--- config.mk ---
export PLATFORM = sky130hd
export DESIGN_NAME = signed_decimal_field_formatter
export DESIGN_NICKNAME = d
export VERILOG_FILES = /design/src/rtl/sdf_pkg.sv /design/src/rtl/sdf_front.sv /design/src/rtl/sdf_queue.sv /design/src/rtl/sdf_back.sv /design/src/rtl/signed_decimal_field_formatter.sv
export VERILOG_INCLUDE_DIRS = /design/src /design/src/rtl
export SDC_FILE = /design/constraint.sdc
export NUM_CORES = 1
export LEC_CHECK = 0
export BUFFER_PORTS_ARGS = -buffer_cell sky130_fd_sc_hd__buf_2
export CORE_MARGIN = 4
export CORE_UTILIZATION = 50
export CTS_CLUSTER_SIZE = 20
export DETAILED_ROUTE_END_ITERATION = 10
export PLACE_DENSITY = 0.65
export RECOVER_POWER = 50
export SETUP_SLACK_MARGIN = 0.2
export SLEW_MARGIN = 20
export SYNTH_ARGS = -nofsm -noshare
export SYNTH_HDL_FRONTEND = slang
export SYNTH_SLANG_ARGS = --single-unit
--- constraint.sdc ---
create_clock -name clk -period 9.9 [get_ports clk]
set_input_delay 0 -clock clk [delete_from_list [all_inputs] [get_ports clk]]
set_output_delay 0 -clock clk [all_outputs]
set_load 0.02 [all_outputs]
--- src/rtl/assert_macros.svh ---
// Assertion helpers used by the RTL.
`ifndef ASSERT_MACROS_SVH
`define ASSERT_MACROS_SVH
`ifndef SYNTH
// cons must hold in every cycle in which ante holds
`define SDF_ASSERT_IMPLY(lbl, clk, rst_n, ante, cons) \
  lbl: assert property (@(posedge clk) disable iff (!rst_n) (ante) |-> (cons)) \
    else $error("sdf implication check failed");
// cond must never hold out of reset
`define SDF_ASSERT_NEVER(lbl, clk, rst_n, cond) \
  lbl: assert property (@(posedge clk) disable iff (!rst_n) !(cond)) \
    else $error("sdf never check failed");
`else
`define SDF_ASSERT_IMPLY(lbl, clk, rst_n, ante, cons)
`define SDF_ASSERT_NEVER(lbl, clk, rst_n, cond)
`endif
`endif

--- src/rtl/sdf_pkg.sv ---
package sdf_pkg;

  localparam int VAL_W      = 64;
  localparam int MAX_FIELD  = 32;
  localparam int RESULT_CAP = 32;
  localparam int CAP        = (MAX_FIELD < RESULT_CAP) ? MAX_FIELD : RESULT_CAP;
  localparam int LEN_W      = 6;
  localparam int DIGITS     = 20;
  localparam int BCD_W      = 4 * DIGITS;
  localparam int STEP_BITS  = 4;
  localparam int CONV_STEPS = VAL_W / STEP_BITS;
  localparam int CNT_W      = $clog2(CONV_STEPS);
  localparam int NAT_W      = $clog2(DIGITS + 1);

  localparam logic [2:0] REG_FIELD_WIDTH = 3'd0;
  localparam logic [2:0] REG_PRECISION   = 3'd1;
  localparam logic [2:0] REG_SIGN_MODE   = 3'd2;
  localparam logic [2:0] REG_LEFT_ADJUST = 3'd3;
  localparam logic [2:0] REG_ZERO_PAD    = 3'd4;

  localparam logic [1:0] SIGN_PLUS  = 2'd1;
  localparam logic [1:0] SIGN_SPACE = 2'd2;

  localparam logic [7:0] CH_NUL   = 8'h00;
  localparam logic [7:0] CH_SPACE = 8'h20;
  localparam logic [7:0] CH_PLUS  = 8'h2B;
  localparam logic [7:0] CH_MINUS = 8'h2D;
  localparam logic [7:0] CH_ZERO  = 8'h30;

  typedef struct packed {
    logic [5:0]        min_width;
    logic signed [5:0] precision;
    logic [1:0]        sign_mode;
    logic              pad_right;
    logic              zero_pad;
  } cfg_t;

  typedef struct packed {
    logic             neg;
    logic             zero;
    logic [VAL_W-1:0] mag;
  } item_t;

  typedef struct packed {
    logic [7:0]       char_code;
    logic             last;
    logic             empty_res;
    logic [LEN_W-1:0] length;
  } res_t;

endpackage

--- src/rtl/sdf_front.sv ---
module sdf_front (
  input  logic                          clk,
  input  logic                          rst_n,
  input  logic                          push,
  input  logic signed [sdf_pkg::VAL_W-1:0] value,
  output logic                          full,
  input  logic                          q_full,
  output logic                          q_push,
  output sdf_pkg::item_t                q_item
);

  logic           valid_r, valid_nxt;
  sdf_pkg::item_t item_r, item_nxt;
  logic           accept;

  assign full   = valid_r && q_full;
  assign accept = push && !full;
  assign q_push = valid_r && !q_full;
  assign q_item = item_r;

  // magnitude in unsigned arithmetic, so the most negative value is exact
  always_comb begin
    item_nxt      = item_r;
    valid_nxt     = valid_r && !q_push;
    if (accept) begin
      item_nxt.neg  = value[sdf_pkg::VAL_W-1];
      item_nxt.zero = (value == '0);
      item_nxt.mag  = value[sdf_pkg::VAL_W-1] ? (~value + 1'b1) : value;
      valid_nxt     = 1'b1;
    end
  end

  always_ff @(posedge clk) begin
    if (!rst_n) begin
      valid_r <= 1'b0;
    end else begin
      valid_r <= valid_nxt;
    end
    item_r <= item_nxt;
  end

endmodule

--- src/rtl/sdf_queue.sv ---
module sdf_queue (
  input  logic           clk,
  input  logic           rst_n,
  input  logic           push,
  input  sdf_pkg::item_t wr_item,
  output logic           full,
  input  logic           pop,
  output logic           empty,
  output sdf_pkg::item_t rd_item
);

  sdf_pkg::item_t mem_r [2];
  logic           wp_r, wp_nxt;
  logic           rp_r, rp_nxt;
  logic [1:0]     cnt_r, cnt_nxt;
  logic           do_push, do_pop;

  assign full    = (cnt_r == 2'd2);
  assign empty   = (cnt_r == 2'd0);
  assign do_push = push && !full;
  assign do_pop  = pop && !empty;
  assign rd_item = mem_r[rp_r];

  always_comb begin
    wp_nxt  = wp_r ^ do_push;
    rp_nxt  = rp_r ^ do_pop;
    cnt_nxt = cnt_r + {1'b0, do_push} - {1'b0, do_pop};
  end

  always_ff @(posedge clk) begin
    if (!rst_n) begin
      wp_r  <= 1'b0;
      rp_r  <= 1'b0;
      cnt_r <= 2'd0;
    end else begin
      wp_r  <= wp_nxt;
      rp_r  <= rp_nxt;
      cnt_r <= cnt_nxt;
    end
    if (do_push) begin
      mem_r[wp_r] <= wr_item;
    end
  end

endmodule

--- src/rtl/sdf_back.sv ---
module sdf_back (
  input  logic           clk,
  input  logic           rst_n,
  input  sdf_pkg::cfg_t  cfg,
  input  logic           q_empty,
  input  sdf_pkg::item_t q_item,
  output logic           q_pop,
  input  logic           res_pop,
  output logic           res_empty,
  output sdf_pkg::res_t  res
);

  typedef enum logic [3:0] {
    ST_IDLE = 4'b0001,
    ST_CONV = 4'b0010,
    ST_CALC = 4'b0100,
    ST_EMIT = 4'b1000
  } state_t;

  localparam int LW = sdf_pkg::LEN_W;

  state_t                          state_r, state_nxt;
  logic [sdf_pkg::VAL_W-1:0]       sh_r, sh_nxt;
  logic [sdf_pkg::BCD_W-1:0]       bcd_r, bcd_nxt;
  logic [sdf_pkg::CNT_W-1:0]       cnt_r, cnt_nxt;
  logic                            neg_r, neg_nxt;
  logic                            zero_r, zero_nxt;
  logic [sdf_pkg::NAT_W-1:0]       nat_r, nat_nxt;
  logic [LW-1:0]                   len_r, len_nxt;
  logic [LW-1:0]                   pad_r, pad_nxt;
  logic [LW-1:0]                   content_r, content_nxt;
  logic [LW-1:0]                   end_r, end_nxt;
  logic                            has_sign_r, has_sign_nxt;
  logic [7:0]                      sign_ch_r, sign_ch_nxt;
  logic [LW-1:0]                   k_r, k_nxt;

  // calc-stage terms
  logic [sdf_pkg::NAT_W-1:0]       nat_c;
  logic [4:0]                      pre_c;
  logic [LW-1:0]                   ndig_c, fw_c, tot_c, content_c;
  logic                            has_sign_c;
  logic [7:0]                      sign_ch_c;

  // emit-stage terms
  logic [LW-1:0]                   r_c;
  logic [3:0]                      dsel_c;
  logic [7:0]                      dch_c;
  sdf_pkg::res_t                   res_c;
  logic                            emit_fire;

  // result buffer
  sdf_pkg::res_t                   ob_r [2];
  logic                            ob_wp_r, ob_wp_nxt;
  logic                            ob_rp_r, ob_rp_nxt;
  logic [1:0]                      ob_cnt_r, ob_cnt_nxt;
  logic                            ob_full, ob_pop;

  // one double-dabble step per input bit
  function automatic logic [sdf_pkg::BCD_W-1:0] dabble(
    input logic [sdf_pkg::BCD_W-1:0] b,
    input logic                      bit_in
  );
    logic [sdf_pkg::BCD_W-1:0] t;
    t = b;
    for (int i = 0; i < sdf_pkg::DIGITS; i++) begin
      if (t[4*i +: 4] >= 4'd5) begin
        t[4*i +: 4] = t[4*i +: 4] + 4'd3;
      end
    end
    return {t[sdf_pkg::BCD_W-2:0], bit_in};
  endfunction

  assign ob_full   = (ob_cnt_r == 2'd2);
  assign res_empty = (ob_cnt_r == 2'd0);
  assign ob_pop    = res_pop && !res_empty;
  assign res       = ob_r[ob_rp_r];
  assign q_pop     = (state_r == ST_IDLE) && !q_empty;
  assign emit_fire = (state_r == ST_EMIT) && !ob_full;

  // layout of the field
  always_comb begin
    nat_c = sdf_pkg::NAT_W'(1);
    for (int i = 1; i < sdf_pkg::DIGITS; i++) begin
      if (bcd_r[4*i +: 4] != 4'd0) begin
        nat_c = sdf_pkg::NAT_W'(i + 1);
      end
    end
    pre_c = cfg.precision[5] ? 5'd0 : cfg.precision[4:0];
    if (zero_r && cfg.precision == 6'sd0) begin
      ndig_c = '0;
    end else if (LW'(nat_c) > LW'(pre_c)) begin
      ndig_c = LW'(nat_c);
    end else begin
      ndig_c = LW'(pre_c);
    end
    if (neg_r) begin
      sign_ch_c = sdf_pkg::CH_MINUS;
    end else if (cfg.sign_mode == sdf_pkg::SIGN_PLUS) begin
      sign_ch_c = sdf_pkg::CH_PLUS;
    end else if (cfg.sign_mode == sdf_pkg::SIGN_SPACE) begin
      sign_ch_c = sdf_pkg::CH_SPACE;
    end else begin
      sign_ch_c = sdf_pkg::CH_NUL;
    end
    has_sign_c = (sign_ch_c != sdf_pkg::CH_NUL);
    content_c  = ndig_c + LW'(has_sign_c);
    fw_c       = (cfg.min_width > LW'(sdf_pkg::CAP)) ? LW'(sdf_pkg::CAP) : cfg.min_width;
    tot_c      = (content_c > fw_c) ? content_c : fw_c;
  end

  // character at position k_r
  always_comb begin
    r_c    = end_r - LW'(1) - k_r;
    dsel_c = 4'd0;
    for (int i = 0; i < sdf_pkg::DIGITS; i++) begin
      if (r_c == LW'(i)) begin
        dsel_c = bcd_r[4*i +: 4];
      end
    end
    dch_c = (r_c < LW'(nat_r)) ? (sdf_pkg::CH_ZERO + {4'd0, dsel_c}) : sdf_pkg::CH_ZERO;

    res_c.length    = len_r;
    res_c.empty_res = (len_r == '0);
    res_c.last      = (len_r == '0) || (k_r == len_r - LW'(1));
    if (len_r == '0) begin
      res_c.char_code = sdf_pkg::CH_NUL;
    end else if (cfg.zero_pad) begin
      res_c.char_code = (has_sign_r && k_r == '0) ? sign_ch_r : dch_c;
    end else if (!cfg.pad_right) begin
      if (k_r < pad_r) begin
        res_c.char_code = sdf_pkg::CH_SPACE;
      end else if (has_sign_r && k_r == pad_r) begin
        res_c.char_code = sign_ch_r;
      end else begin
        res_c.char_code = dch_c;
      end
    end else begin
      if (has_sign_r && k_r == '0) begin
        res_c.char_code = sign_ch_r;
      end else if (k_r >= content_r) begin
        res_c.char_code = sdf_pkg::CH_SPACE;
      end else begin
        res_c.char_code = dch_c;
      end
    end
  end

  always_comb begin
    state_nxt    = state_r;
    sh_nxt       = sh_r;
    bcd_nxt      = bcd_r;
    cnt_nxt      = cnt_r;
    neg_nxt      = neg_r;
    zero_nxt     = zero_r;
    nat_nxt      = nat_r;
    len_nxt      = len_r;
    pad_nxt      = pad_r;
    content_nxt  = content_r;
    end_nxt      = end_r;
    has_sign_nxt = has_sign_r;
    sign_ch_nxt  = sign_ch_r;
    k_nxt        = k_r;
    case (state_r)
      ST_IDLE: begin
        if (!q_empty) begin
          sh_nxt    = q_item.mag;
          neg_nxt   = q_item.neg;
          zero_nxt  = q_item.zero;
          bcd_nxt   = '0;
          cnt_nxt   = '0;
          state_nxt = ST_CONV;
        end
      end
      ST_CONV: begin
        bcd_nxt = bcd_r;
        for (int j = 0; j < sdf_pkg::STEP_BITS; j++) begin
          bcd_nxt = dabble(bcd_nxt, sh_r[sdf_pkg::VAL_W-1-j]);
        end
        sh_nxt  = sh_r << sdf_pkg::STEP_BITS;
        cnt_nxt = cnt_r + 1'b1;
        if (cnt_r == sdf_pkg::CNT_W'(sdf_pkg::CONV_STEPS - 1)) begin
          state_nxt = ST_CALC;
        end
      end
      ST_CALC: begin
        nat_nxt      = nat_c;
        content_nxt  = content_c;
        pad_nxt      = tot_c - content_c;
        len_nxt      = (tot_c > LW'(sdf_pkg::CAP)) ? LW'(sdf_pkg::CAP) : tot_c;
        end_nxt      = (cfg.pad_right && !cfg.zero_pad) ? content_c : tot_c;
        has_sign_nxt = has_sign_c;
        sign_ch_nxt  = sign_ch_c;
        k_nxt        = '0;
        state_nxt    = ST_EMIT;
      end
      ST_EMIT: begin
        if (emit_fire) begin
          k_nxt = k_r + LW'(1);
          if (res_c.last) begin
            state_nxt = ST_IDLE;
          end
        end
      end
      default: begin
        state_nxt = ST_IDLE;
      end
    endcase
  end

  always_comb begin
    ob_wp_nxt  = ob_wp_r ^ emit_fire;
    ob_rp_nxt  = ob_rp_r ^ ob_pop;
    ob_cnt_nxt = ob_cnt_r + {1'b0, emit_fire} - {1'b0, ob_pop};
  end

  always_ff @(posedge clk) begin
    if (!rst_n) begin
      state_r  <= ST_IDLE;
      ob_wp_r  <= 1'b0;
      ob_rp_r  <= 1'b0;
      ob_cnt_r <= 2'd0;
    end else begin
      state_r  <= state_nxt;
      ob_wp_r  <= ob_wp_nxt;
      ob_rp_r  <= ob_rp_nxt;
      ob_cnt_r <= ob_cnt_nxt;
    end
    sh_r       <= sh_nxt;
    bcd_r      <= bcd_nxt;
    cnt_r      <= cnt_nxt;
    neg_r      <= neg_nxt;
    zero_r     <= zero_nxt;
    nat_r      <= nat_nxt;
    len_r      <= len_nxt;
    pad_r      <= pad_nxt;
    content_r  <= content_nxt;
    end_r      <= end_nxt;
    has_sign_r <= has_sign_nxt;
    sign_ch_r  <= sign_ch_nxt;
    k_r        <= k_nxt;
    if (emit_fire) begin
      ob_r[ob_wp_r] <= res_c;
    end
  end

endmodule

--- src/rtl/signed_decimal_field_formatter.sv ---
// Formats signed 64-bit integers as printf-style decimal text, one ASCII
// character per result.
// Input: drive in_value and raise in_push; the transfer happens on a clock
// edge with in_push high and in_full low. An input register and a two-entry
// queue let up to three values wait while one is being formatted.
// Results: while out_empty is low the oldest character is on out_char_code,
// out_last, out_empty_res and out_length; out_pop takes it. An empty string
// gives one result with out_empty_res set. If the receiver stalls, a
// two-entry result buffer fills, the formatter holds, and then in_full rises.
// Configuration: cfg_valid/cfg_ready (ready always high) with cfg_index and
// cfg_wdata; write only while no value is in flight.
// Steps: each value passes through the 4-bit-per-cycle binary-to-BCD
// converter, then one layout step, then emits one character per cycle (one
// result for an empty string) while the result buffer has room.
// Reset: synchronous, active low; clears all queues and sets the registers
// to width 0, precision not given, no sign, right adjust, space padding.
`include "assert_macros.svh"

module signed_decimal_field_formatter (
  input  logic                                  clk,
  input  logic                                  rst_n,
  input  logic                                  in_push,
  input  logic signed [sdf_pkg::VAL_W-1:0]      in_value,
  output logic                                  in_full,
  output logic                                  out_empty,
  input  logic                                  out_pop,
  output logic [7:0]                            out_char_code,
  output logic                                  out_last,
  output logic                                  out_empty_res,
  output logic [sdf_pkg::LEN_W-1:0]             out_length,
  input  logic                                  cfg_valid,
  output logic                                  cfg_ready,
  input  logic [2:0]                            cfg_index,
  input  logic [5:0]                            cfg_wdata
);

  sdf_pkg::cfg_t  cfg_r, cfg_nxt;
  sdf_pkg::item_t fr_item, q_item;
  sdf_pkg::res_t  res;
  logic           fr_push, q_full, q_empty, q_pop;

  assign cfg_ready = 1'b1;

  always_comb begin
    cfg_nxt = cfg_r;
    if (cfg_valid && cfg_ready) begin
      case (cfg_index)
        sdf_pkg::REG_FIELD_WIDTH: cfg_nxt.min_width   = cfg_wdata;
        sdf_pkg::REG_PRECISION:   cfg_nxt.precision   = cfg_wdata;
        sdf_pkg::REG_SIGN_MODE:   cfg_nxt.sign_mode   = cfg_wdata[1:0];
        sdf_pkg::REG_LEFT_ADJUST: cfg_nxt.pad_right   = cfg_wdata[0];
        sdf_pkg::REG_ZERO_PAD:    cfg_nxt.zero_pad    = cfg_wdata[0];
        default: begin
        end
      endcase
    end
  end

  always_ff @(posedge clk) begin
    if (!rst_n) begin
      cfg_r.min_width   <= 6'd0;
      cfg_r.precision   <= -6'sd1;
      cfg_r.sign_mode   <= 2'd0;
      cfg_r.pad_right   <= 1'b0;
      cfg_r.zero_pad    <= 1'b0;
    end else begin
      cfg_r <= cfg_nxt;
    end
  end

  sdf_front u_front (
    .clk    (clk),
    .rst_n  (rst_n),
    .push   (in_push),
    .value  (in_value),
    .full   (in_full),
    .q_full (q_full),
    .q_push (fr_push),
    .q_item (fr_item)
  );

  sdf_queue u_queue (
    .clk     (clk),
    .rst_n   (rst_n),
    .push    (fr_push),
    .wr_item (fr_item),
    .full    (q_full),
    .pop     (q_pop),
    .empty   (q_empty),
    .rd_item (q_item)
  );

  sdf_back u_back (
    .clk       (clk),
    .rst_n     (rst_n),
    .cfg       (cfg_r),
    .q_empty   (q_empty),
    .q_item    (q_item),
    .q_pop     (q_pop),
    .res_pop   (out_pop),
    .res_empty (out_empty),
    .res       (res)
  );

  assign out_char_code = res.char_code;
  assign out_last      = res.last;
  assign out_empty_res = res.empty_res;
  assign out_length    = res.length;

  `SDF_ASSERT_IMPLY(a_len_cap, clk, rst_n, !out_empty, out_length <= sdf_pkg::LEN_W'(sdf_pkg::CAP))
  `SDF_ASSERT_IMPLY(a_empty_str, clk, rst_n, !out_empty && out_empty_res, out_last && out_length == '0 && out_char_code == sdf_pkg::CH_NUL)
  `SDF_ASSERT_IMPLY(a_nonempty_len, clk, rst_n, !out_empty && !out_empty_res, out_length != '0)
  `SDF_ASSERT_NEVER(a_pop_no_item, clk, rst_n, q_pop && q_empty)

endmodule

==> results of run 1 <==
[cells in the mapped netlist, types with 7 or more instances]
| master | count |
|---|---|
| a22oi_1 | 7 |
| edfxtp_1 | 416 |
| or3b_2 | 14 |
| o2111ai_1 | 9 |
| a21o_1 | 28 |
| a211oi_1 | 24 |
| or4_1 | 12 |
| o41ai_1 | 10 |
| or2_2 | 10 |
| ha_1 | 216 |
| o22ai_1 | 10 |
| o21ai_0 | 178 |
| nor3_1 | 37 |
| clkbuf_1 | 58 |
| a21boi_0 | 18 |
| nor3b_1 | 44 |
| o21bai_1 | 10 |
| mux2i_1 | 208 |
| xor2_1 | 18 |
| o21a_1 | 22 |
| inv_1 | 235 |
| nand3b_1 | 15 |
| a21oi_1 | 144 |
| nand2b_1 | 94 |
| xnor2_1 | 154 |
| nor4b_1 | 7 |
| or3_1 | 18 |
| o31ai_1 | 21 |
| and2_1 | 13 |
| a221o_1 | 9 |
| nand3_1 | 41 |
| nor2b_1 | 59 |
| o211ai_1 | 14 |
| nor4_1 | 10 |
| nor2_1 | 188 |
| mux4_2 | 9 |
| mux2_2 | 74 |
| nand2_1 | 187 |
| dfxtp_1 | 31 |
[metal layers]
layer	vias to the layer above	global-route usage (%)	share of wire, %
met5	-	0	0
met4	0	5.56	2.1
met3	98	2.27	3.6
met2	400	35.4	49
met1	10198	26.3	45
li1	10507	-	-
[final timing paths]
path	slack [ps]	to	startpoint	cells after the start
min reg2reg	440	u_queue.mem_r[1][7]$_DFFE_PP_	u_front.q_item[7]$_DFFE_PP_	0
min	200	u_front.q_item[0]$_DFFE_PP_	in_value[0]	2
max reg2reg	2120	u_back.pad_r[5]$_DFFE_PP_	u_back.bcd_r[8]$_SDFFCE_PN0P_	36
max	2120	u_back.pad_r[5]$_DFFE_PP_	u_back.bcd_r[8]$_SDFFCE_PN0P_	36
[stage by stage]
stage / setup slack, ps / instance area, um^2 / utilization, %
after floorplan: 3240 / 29300 / -
after detailed placement: 2240 / 30600 / 52.9
final: 2120 / 33300 / 57.7
after CTS: 2220 / 33400 / 57.9
after global placement: 2360 / 30600 / 52.9
after global routing: 1360 / 33300 / 57.7
[registers in the layout, summed over array words and instances (netlist names), 6 cells and up, named ones only]
signal	flops
u_back.ob_r	28
u_back.bcd_r	80
u_back.pad_r	6
u_back.end_r	6
u_back.k_r	6
u_front.q_item	66
u_queue.mem_r	132
u_back.sh_r	64
u_back.len_r	6
cfg_r	16
u_back.content_r	6
[placed cells by master, fill, tap and decap left out, types with 94 or more instances in the layout]
| master | synthesis | final |
|---|---|---|
| ha_1 | 216 | 216 |
| inv_1 | 235 | 235 |
| a21oi_1 | 144 | 144 |
| edfxtp_1 | 416 | 416 |
| nand2_1 | 187 | 186 |
| mux2i_1 | 208 | 208 |
| xnor2_1 | 154 | 154 |
| nor2_1 | 188 | 188 |
| nand2b_1 | 94 | 94 |
| o21ai_0 | 178 | 178 |
| dlygate4sd3_1 | 0 | 130 |
[area by class of cell]
cell class,instances,area [um^2],area share (%)
clock buffers,60,1300,3.89
multi-input cells,2026,15000,45.0
clock inverters,26,250,0.750
inverters,237,890,2.67
flip-flops and latches,447,13100,39.3
well taps,765,957,2.87
repair buffers,240,1830,5.49
[worst max-delay path: cells and delay by family (launching register included)]
family          cells  cell delay [ps]
compound gates     18             3650
xor+xnor            2              560
fa+ha+maj           5             1270
buf+inv             2              220
flops               1              480
mux                 1              130
simple gates        8             1210
[cell families (layout without fill, tap and decap cells)]
family,count (synthesis),count (layout),synth area share (%)
multiplexers,291,291,10.7
AO/OA/AOI/OAI,569,569,12.3
XOR/XNOR,172,172,5.15
adder cells (fa/ha/maj),218,218,9.37
flip-flops,447,447,44.8
buffers and inverters,305,563,3.96
other,2,3,0.0257
AND/OR/NAND/NOR,773,773,13.7
==> impl_metrics.env, run 1 <==
export IMPL_async_reset_ff_share_pct=0
export IMPL_cts_resized=0
export IMPL_clkSinkCount=447
export IMPL_vias=21203
export IMPL_syn_inst=2777
export IMPL_first_pass_iters=5
export IMPL_max_cap_violations=8
export IMPL_cts_htree_levels=2
export IMPL_dp_hpwl_um=46300
export IMPL_holdBufCountCts=130
export IMPL_cpPeakStageDelay_ps=590
export IMPL_finalCritPeriodShare_pct=78.5
export IMPL_dp_cells=3585
export IMPL_ys_top_cells_by_area="edfxtp_1 (43%), ha_1 (9.2%), mux2i_1 (7.1%), xnor2_1 (4.6%), o21ai_0 (3.0%)"
export IMPL_ys_seq_area_share_pct=44.8
export IMPL_fmax_mhz=129
export IMPL_yosys_cell_types_count=82
export IMPL_cp_end_kind="flip-flop"
export IMPL_failed_checks="max-capacitance violations, max-slew violations"
export IMPL_fin_nets=3294
export IMPL_cts_made_buffers=46
export IMPL_route_detailed_drc=0
export IMPL_clk_pin_slew_ps=60
export IMPL_fin_tns_setup_ps=0
export IMPL_syn_avg_cell_area_um2=10.5
export IMPL_grt_overflow=0
export IMPL_core_area_um2=57800
export IMPL_drv_slew=562
export IMPL_arrival_ps=8110
export IMPL_grt_start_max_net_pins=164
export IMPL_cts_tree="built"
export IMPL_gp_congestion=0.876
export IMPL_drive_gt1_share_pct=9.12
export IMPL_drt_wl_total_um=65100
export IMPL_finalClockSkew_ps=23.6
export IMPL_dieArea_um2=62400
export IMPL_min_period_ps=7780
export IMPL_port_buffers=93
export IMPL_clkLatencyLatePin_ps=590
export IMPL_synth_area_leader_cell="edfxtp_1"
export IMPL_hold_path_class="primary input to flip-flop"
export IMPL_synth_ff_type="edfxtp_1"
export IMPL_antenna_found_initial=0
export IMPL_hold_viol=0
export IMPL_cts_max_path_buffers=3
export IMPL_finalNonFillerCells=3801
export IMPL_via_per_inst=5.58
export IMPL_tightest_slew_ps=6980
export IMPL_cts_root_buffer_cell="clkbuf_16"
export IMPL_synth_edff_count=416
export IMPL_drt_iter0_drc=1284
export IMPL_start_util_pct=50.6
export IMPL_crit_slowest_cell="o22a_1"
export IMPL_grtUsageTotal_pct=20.1
export IMPL_worstPathMaxFanout=18
export IMPL_num_io_pins=97
export IMPL_rsz0062_at_grt="false"
export IMPL_n_fill_cell=4783
export IMPL_fp_dieH_um=250
export IMPL_whs_ps=198
export IMPL_grt_pass1_wl_um=104000
export IMPL_post_cts_buffers=0
export IMPL_synth_top_area_share_pct=42.7
export IMPL_wl_per_cell_um=17.1
export IMPL_std_cell_rows=88
export IMPL_setup_viol=0
export IMPL_diodes=0
export IMPL_max_slew_margin_rel_pct=-365
export IMPL_syn_area_um2=29300
export IMPL_ys_ff_latch=447
export IMPL_startpoint_type="flip-flop"
export IMPL_die_w_um=250
export IMPL_yosysWarnings=0
export IMPL_path_class="flip-flop to flip-flop"
export IMPL_syn2layout_area_growth_pct=14.0
export IMPL_grt_pass1_vias=21010
export IMPL_outcome="complete, but fails checks"
export IMPL_ant_nets=0
export IMPL_worstPathRequired_ps=10240
Power of run 1 is not shown: default switching activity piles up to over one toggle a cycle in this logic, so the estimate is an artifact.
==> inputs of run 2 (changes only) <==
- clock period: 9.9 -> 7.9 ns (I/O delays scaled with it)
==> impl_metrics.env, run 2 (same netlist as run 1, synthesis figures left out) <==
export IMPL_wl_per_cell_um=17.1
export IMPL_gp_congestion=0.880
export IMPL_drv_slew=562
export IMPL_startpoint_type="flip-flop"
export IMPL_outcome="complete, but fails checks"
export IMPL_dieArea_um2=62400
export IMPL_r2r_start="u_back.bcd_r[8]$_SDFFCE_PN0P_"
export IMPL_crit_slowest_cell="or3b_2"
export IMPL_cp_end_kind="flip-flop"
export IMPL_finalClockSkew_ps=47.4
export IMPL_fp_dieH_um=250
export IMPL_cts_htree_levels=2
export IMPL_dp_hpwl_um=46400
export IMPL_r2r_slack_ps=730
export IMPL_whs_ps=228
export IMPL_drt_wl_total_um=65100
export IMPL_arrival_ps=7520
export IMPL_use_met1_pct=26.6
export IMPL_max_slew_margin_rel_pct=-285
export IMPL_fin_tns_setup_ps=0
export IMPL_hold_end="cfg_r[15]$_SDFFE_PN0P_"
export IMPL_grtUsageTotal_pct=20.3
export IMPL_path_class="flip-flop to flip-flop"
export IMPL_clkLatencyLatePin_ps=610
export IMPL_syn2layout_area_growth_pct=14.6
export IMPL_min_delay_start="cfg_wdata[5]"
export IMPL_cp_top_family="compound AO/OA/AOI/OAI gates"
export IMPL_num_io_pins=97
export IMPL_min_period_ps=7170
export IMPL_grt_met3_usage_pct=2.38
export IMPL_critPathLaunch="u_back.bcd_r[8]$_SDFFCE_PN0P_"
export IMPL_largest_reg_flops=132
export IMPL_fin_nets=3301
export IMPL_setup_ws_ps=734
export IMPL_max_cap_violations=8
export IMPL_cts_tree="built"
export IMPL_hold_viol=0
export IMPL_layout_common_cells="edfxtp_1 (416), inv_1 (235), ha_1 (216)"
export IMPL_via_per_inst=5.60
export IMPL_final_common_cell="edfxtp_1"
export IMPL_largest_register="u_queue.mem_r"
export IMPL_min_delay_path_depth=4
export IMPL_reg2reg_to="u_back.pad_r[5]$_DFFE_PP_"
export IMPL_n_fill_cell=4776
export IMPL_cpPeakStageDelay_ps=490
export IMPL_critical_path_n_buffers_inverters=2
export IMPL_grt_busiest_layer="met2"
export IMPL_tightest_slew_ps=5780
export IMPL_use_met2_pct=35.5
export IMPL_vias=21352
export IMPL_setup_viol=0
export IMPL_clk_pin_slew_ps=60
export IMPL_worstPathRequired_ps=8260
export IMPL_clkSinkCount=447
export IMPL_ant_nets=0
export IMPL_cts_max_path_buffers=3
export IMPL_drive_gt1_share_pct=9.59
export IMPL_antenna_found_initial=0
export IMPL_first_pass_iters=5
export IMPL_die_w_um=250
export IMPL_drt_iter0_drc=1206
export IMPL_failed_checks="max-capacitance violations, max-slew violations"
export IMPL_finalCritPeriodShare_pct=90.7
export IMPL_grt_pass1_wl_um=106000
export IMPL_worstPathMaxFanout=13
export IMPL_start_util_pct=50.6
export IMPL_std_cell_rows=88
export IMPL_route_detailed_drc=0
export IMPL_reg2regPathDepth=34
export IMPL_diodes=0
export IMPL_cts_made_buffers=48
export IMPL_post_cts_buffers=0
export IMPL_grt_pass1_vias=21143
export IMPL_rsz0062_at_grt="false"
export IMPL_cts_root_buffer_cell="clkbuf_16"
export IMPL_grt_overflow=0
export IMPL_dp_cells=3590
export IMPL_core_area_um2=57800
export IMPL_grt_start_max_net_pins=164
export IMPL_fmax_mhz=140
export IMPL_pre_cts_slack_ps=627
export IMPL_hold_path_class="primary input to flip-flop"
export IMPL_finalNonFillerCells=3810
export IMPL_port_buffers=93
-- run 2: metal layers --
metal | vias up | part of all wire [%]
met5 | - | 0
met4 | 0 | 2.5
met3 | 104 | 3.6
met2 | 417 | 49
met1 | 10296 | 45
li1 | 10535 | -
-- run 2: final cells by class --
type                       count  area, um^2  area share [%]
clock inverter                30         387            1.15
inverter                     237         890            2.65
sequential                   447       13100            39.1
tap                          765         957            2.86
timing repair buffer         245        1880            5.60
multi-input combinational   2026       15000            44.8
clock buffer                  60        1290            3.84
-- run 2: stage by stage --
| step | util [%] | cell area (um^2) |
|---|---|---|
| 2_1_floorplan | - | 29300 |
| 3_5_place_dp | 53.0 | 30600 |
| 5_1_grt | 58.0 | 33500 |
| 3_3_place_gp | 53.0 | 30600 |
| 6_report | 58.0 | 33500 |
| 4_1_cts | 58.1 | 33600 |
-- run 2: timing repair --
action,4_1_cts,5_1_grt
endpoints found under the setup margin,0,2
endpoints found under the hold margin,96,0
resized for setup,0,1
hold buffers,130,0
-- run 2: worst max-delay path by stage --
| stage | end | slack, ps | cells past startpoint |
|---|---|---|---|
| 2_1_floorplan | u_back.pad_r[4]$_DFFE_PP_ | 1240 | 36 |
| 5_1_grt | u_back.pad_r[5]$_DFFE_PP_ | 210 | 34 |
| 6_report | u_back.pad_r[5]$_DFFE_PP_ | 730 | 34 |
| 4_1_cts | u_back.pad_r[5]$_DFFE_PP_ | 640 | 33 |
| 3_5_place_dp | u_back.pad_r[5]$_DFFE_PP_ | 630 | 33 |
| 3_3_place_gp | u_back.pad_r[4]$_DFFE_PP_ | 740 | 34 |
-- run 2: tightest hold or removal path, cell delays in order --
cell and delay, ps:
dlygate4sd3_1 510, buf_2 130, a21oi_1 60, nor2b_1 90
Power of run 2 is left out for the same reason.
==> inputs of run 3 (changes only) <==
- CORE_UTILIZATION: 50 -> 55
- GPL_ROUTABILITY_DRIVEN: not set -> 1
- PLACE_DENSITY: 0.65 -> 0.71
==> impl_metrics.env, run 3 (same netlist as run 1, synthesis figures left out) <==
export IMPL_outcome="complete, but fails checks"
export IMPL_failed_checks="max-capacitance violations, max-slew violations"
export IMPL_vias=21544
export IMPL_core_area_um2=52700
export IMPL_hold_path_class="primary input to flip-flop"
export IMPL_max_slew_margin_rel_pct=-285
export IMPL_setup_viol=0
export IMPL_max_cap_violations=7
export IMPL_crit_slowest_cell="or3b_2"
export IMPL_grtUsageTotal_pct=22.8
export IMPL_path_class="flip-flop to flip-flop"
export IMPL_drt_iter0_drc=1483
export IMPL_grt_start_max_net_pins=164
export IMPL_dieArea_um2=56900
export IMPL_die_w_um=239
export IMPL_antenna_found_initial=0
export IMPL_num_io_pins=97
export IMPL_arrival_ps=7580
export IMPL_wl_per_cell_um=17.7
export IMPL_largest_register="u_queue.mem_r"
export IMPL_first_pass_iters=5
export IMPL_drv_slew=486
export IMPL_syn2layout_area_growth_pct=13.9
export IMPL_worstPathMaxFanout=13
export IMPL_cts_max_path_buffers=3
export IMPL_fin_nets=3300
export IMPL_fp_dieH_um=239
export IMPL_clkSinkCount=447
export IMPL_n_fill_cell=4077
export IMPL_fin_tns_setup_ps=0
export IMPL_cts_made_buffers=46
export IMPL_final_common_cell="edfxtp_1"
export IMPL_layout_common_cells="edfxtp_1 (416), inv_1 (235), ha_1 (214)"
export IMPL_finalCritPeriodShare_pct=91.6
export IMPL_tightest_slew_ps=5770
export IMPL_hold_viol=0
export IMPL_largest_reg_flops=132
export IMPL_drt_wl_total_um=66000
export IMPL_clk_pin_slew_ps=60
export IMPL_rsz0062_at_grt="false"
export IMPL_finalClockSkew_ps=18.2
export IMPL_cpPeakStageDelay_ps=480
export IMPL_dp_cells=3512
export IMPL_fmax_mhz=138
export IMPL_critical_path_n_buffers_inverters=2
export IMPL_ant_nets=0
export IMPL_grt_pass1_wl_um=107000
export IMPL_cp_common_cell="ha_1"
export IMPL_start_util_pct=55.6
export IMPL_dp_hpwl_um=45900
export IMPL_min_period_ps=7240
export IMPL_cts_htree_levels=2
export IMPL_cp_end_kind="flip-flop"
export IMPL_route_detailed_drc=0
export IMPL_drive_gt1_share_pct=9.47
export IMPL_grt_pass1_vias=21340
export IMPL_cp_top_family="compound AO/OA/AOI/OAI gates"
export IMPL_grt_overflow=0
export IMPL_cts_root_buffer_cell="clkbuf_16"
export IMPL_worstPathRequired_ps=8240
export IMPL_port_buffers=93
export IMPL_startpoint_type="flip-flop"
export IMPL_via_per_inst=5.78
export IMPL_clkLatencyLatePin_ps=590
export IMPL_gp_congestion=0.865
export IMPL_std_cell_rows=84
export IMPL_cts_tree="built"
export IMPL_finalNonFillerCells=3729
export IMPL_diodes=0
run 3: path summary, 6_finish.rpt:
check                           cells after the start                          start  slack, ps                             end
worst max-delay path                               33  u_back.bcd_r[9]$_SDFFCE_PN0P_        660       u_back.pad_r[5]$_DFFE_PP_
worst min-delay path                                2                    in_value[0]        220     u_front.q_item[0]$_DFFE_PP_
worst max register to register                     33  u_back.bcd_r[9]$_SDFFCE_PN0P_        660       u_back.pad_r[5]$_DFFE_PP_
worst min register to register                      0   u_front.q_item[10]$_DFFE_PP_        440  u_queue.mem_r[1][10]$_DFFE_PP_
run 3: layout make-up:
| class | count | area, um^2 | share of cell area (%) |
|---|---|---|---|
| Clock inverter | 32 | 360 | 1.08 |
| Tap cell | 688 | 861 | 2.58 |
| Timing Repair Buffer | 246 | 1900 | 5.69 |
| Clock buffer | 53 | 1200 | 3.60 |
| Sequential cell | 447 | 13100 | 39.3 |
| Inverter | 237 | 890 | 2.67 |
| Multi-Input combinational cell | 2026 | 15000 | 45.0 |
run 3: layer usage:
metal | global-route usage [%] | share of wire (%)
met1 | 30.0 | 44
met2 | 39.9 | 49
met3 | 2.98 | 5.0
met4 | 6.05 | 2.0
met5 | 0 | 0
run 3: repair_timing:
item,4_1_cts,5_1_grt
buffers inserted,0,0
endpoints found under the hold margin,96,0
hold buffers,132,0
endpoints found under the setup margin,0,2
resized for setup,0,2
run 3: worst register-to-register path, delay by kind of cell (launching register included):
family | cells | cell delay [ps]
AOI/OAI and AO/OA | 15 | 2860
xor gates and xnor gates | 1 | 90
adders and majority gates | 5 | 1650
buffers and inverters | 2 | 370
DFF | 1 | 410
muxes | 1 | 120
and+or+nand+nor | 9 | 1490
run 3: through the flow:
| stage | worst slack, ps | utilization (%) | cell area, um^2 | hold slack, ps |
|---|---|---|---|---|
| final | 661 | 63.3 | 33300 | 218 |
| after global routing | 243 | 63.3 | 33300 | 222 |
| after CTS | 574 | 63.4 | 33400 | 45.7 |
| after detailed placement | 586 | 58.0 | 30500 | 220 |
| after global placement | 751 | 58.0 | 30500 | 213 |
| after floorplan | 1240 | - | 29300 | 98.9 |
Power of run 3 is left out for the same reason.
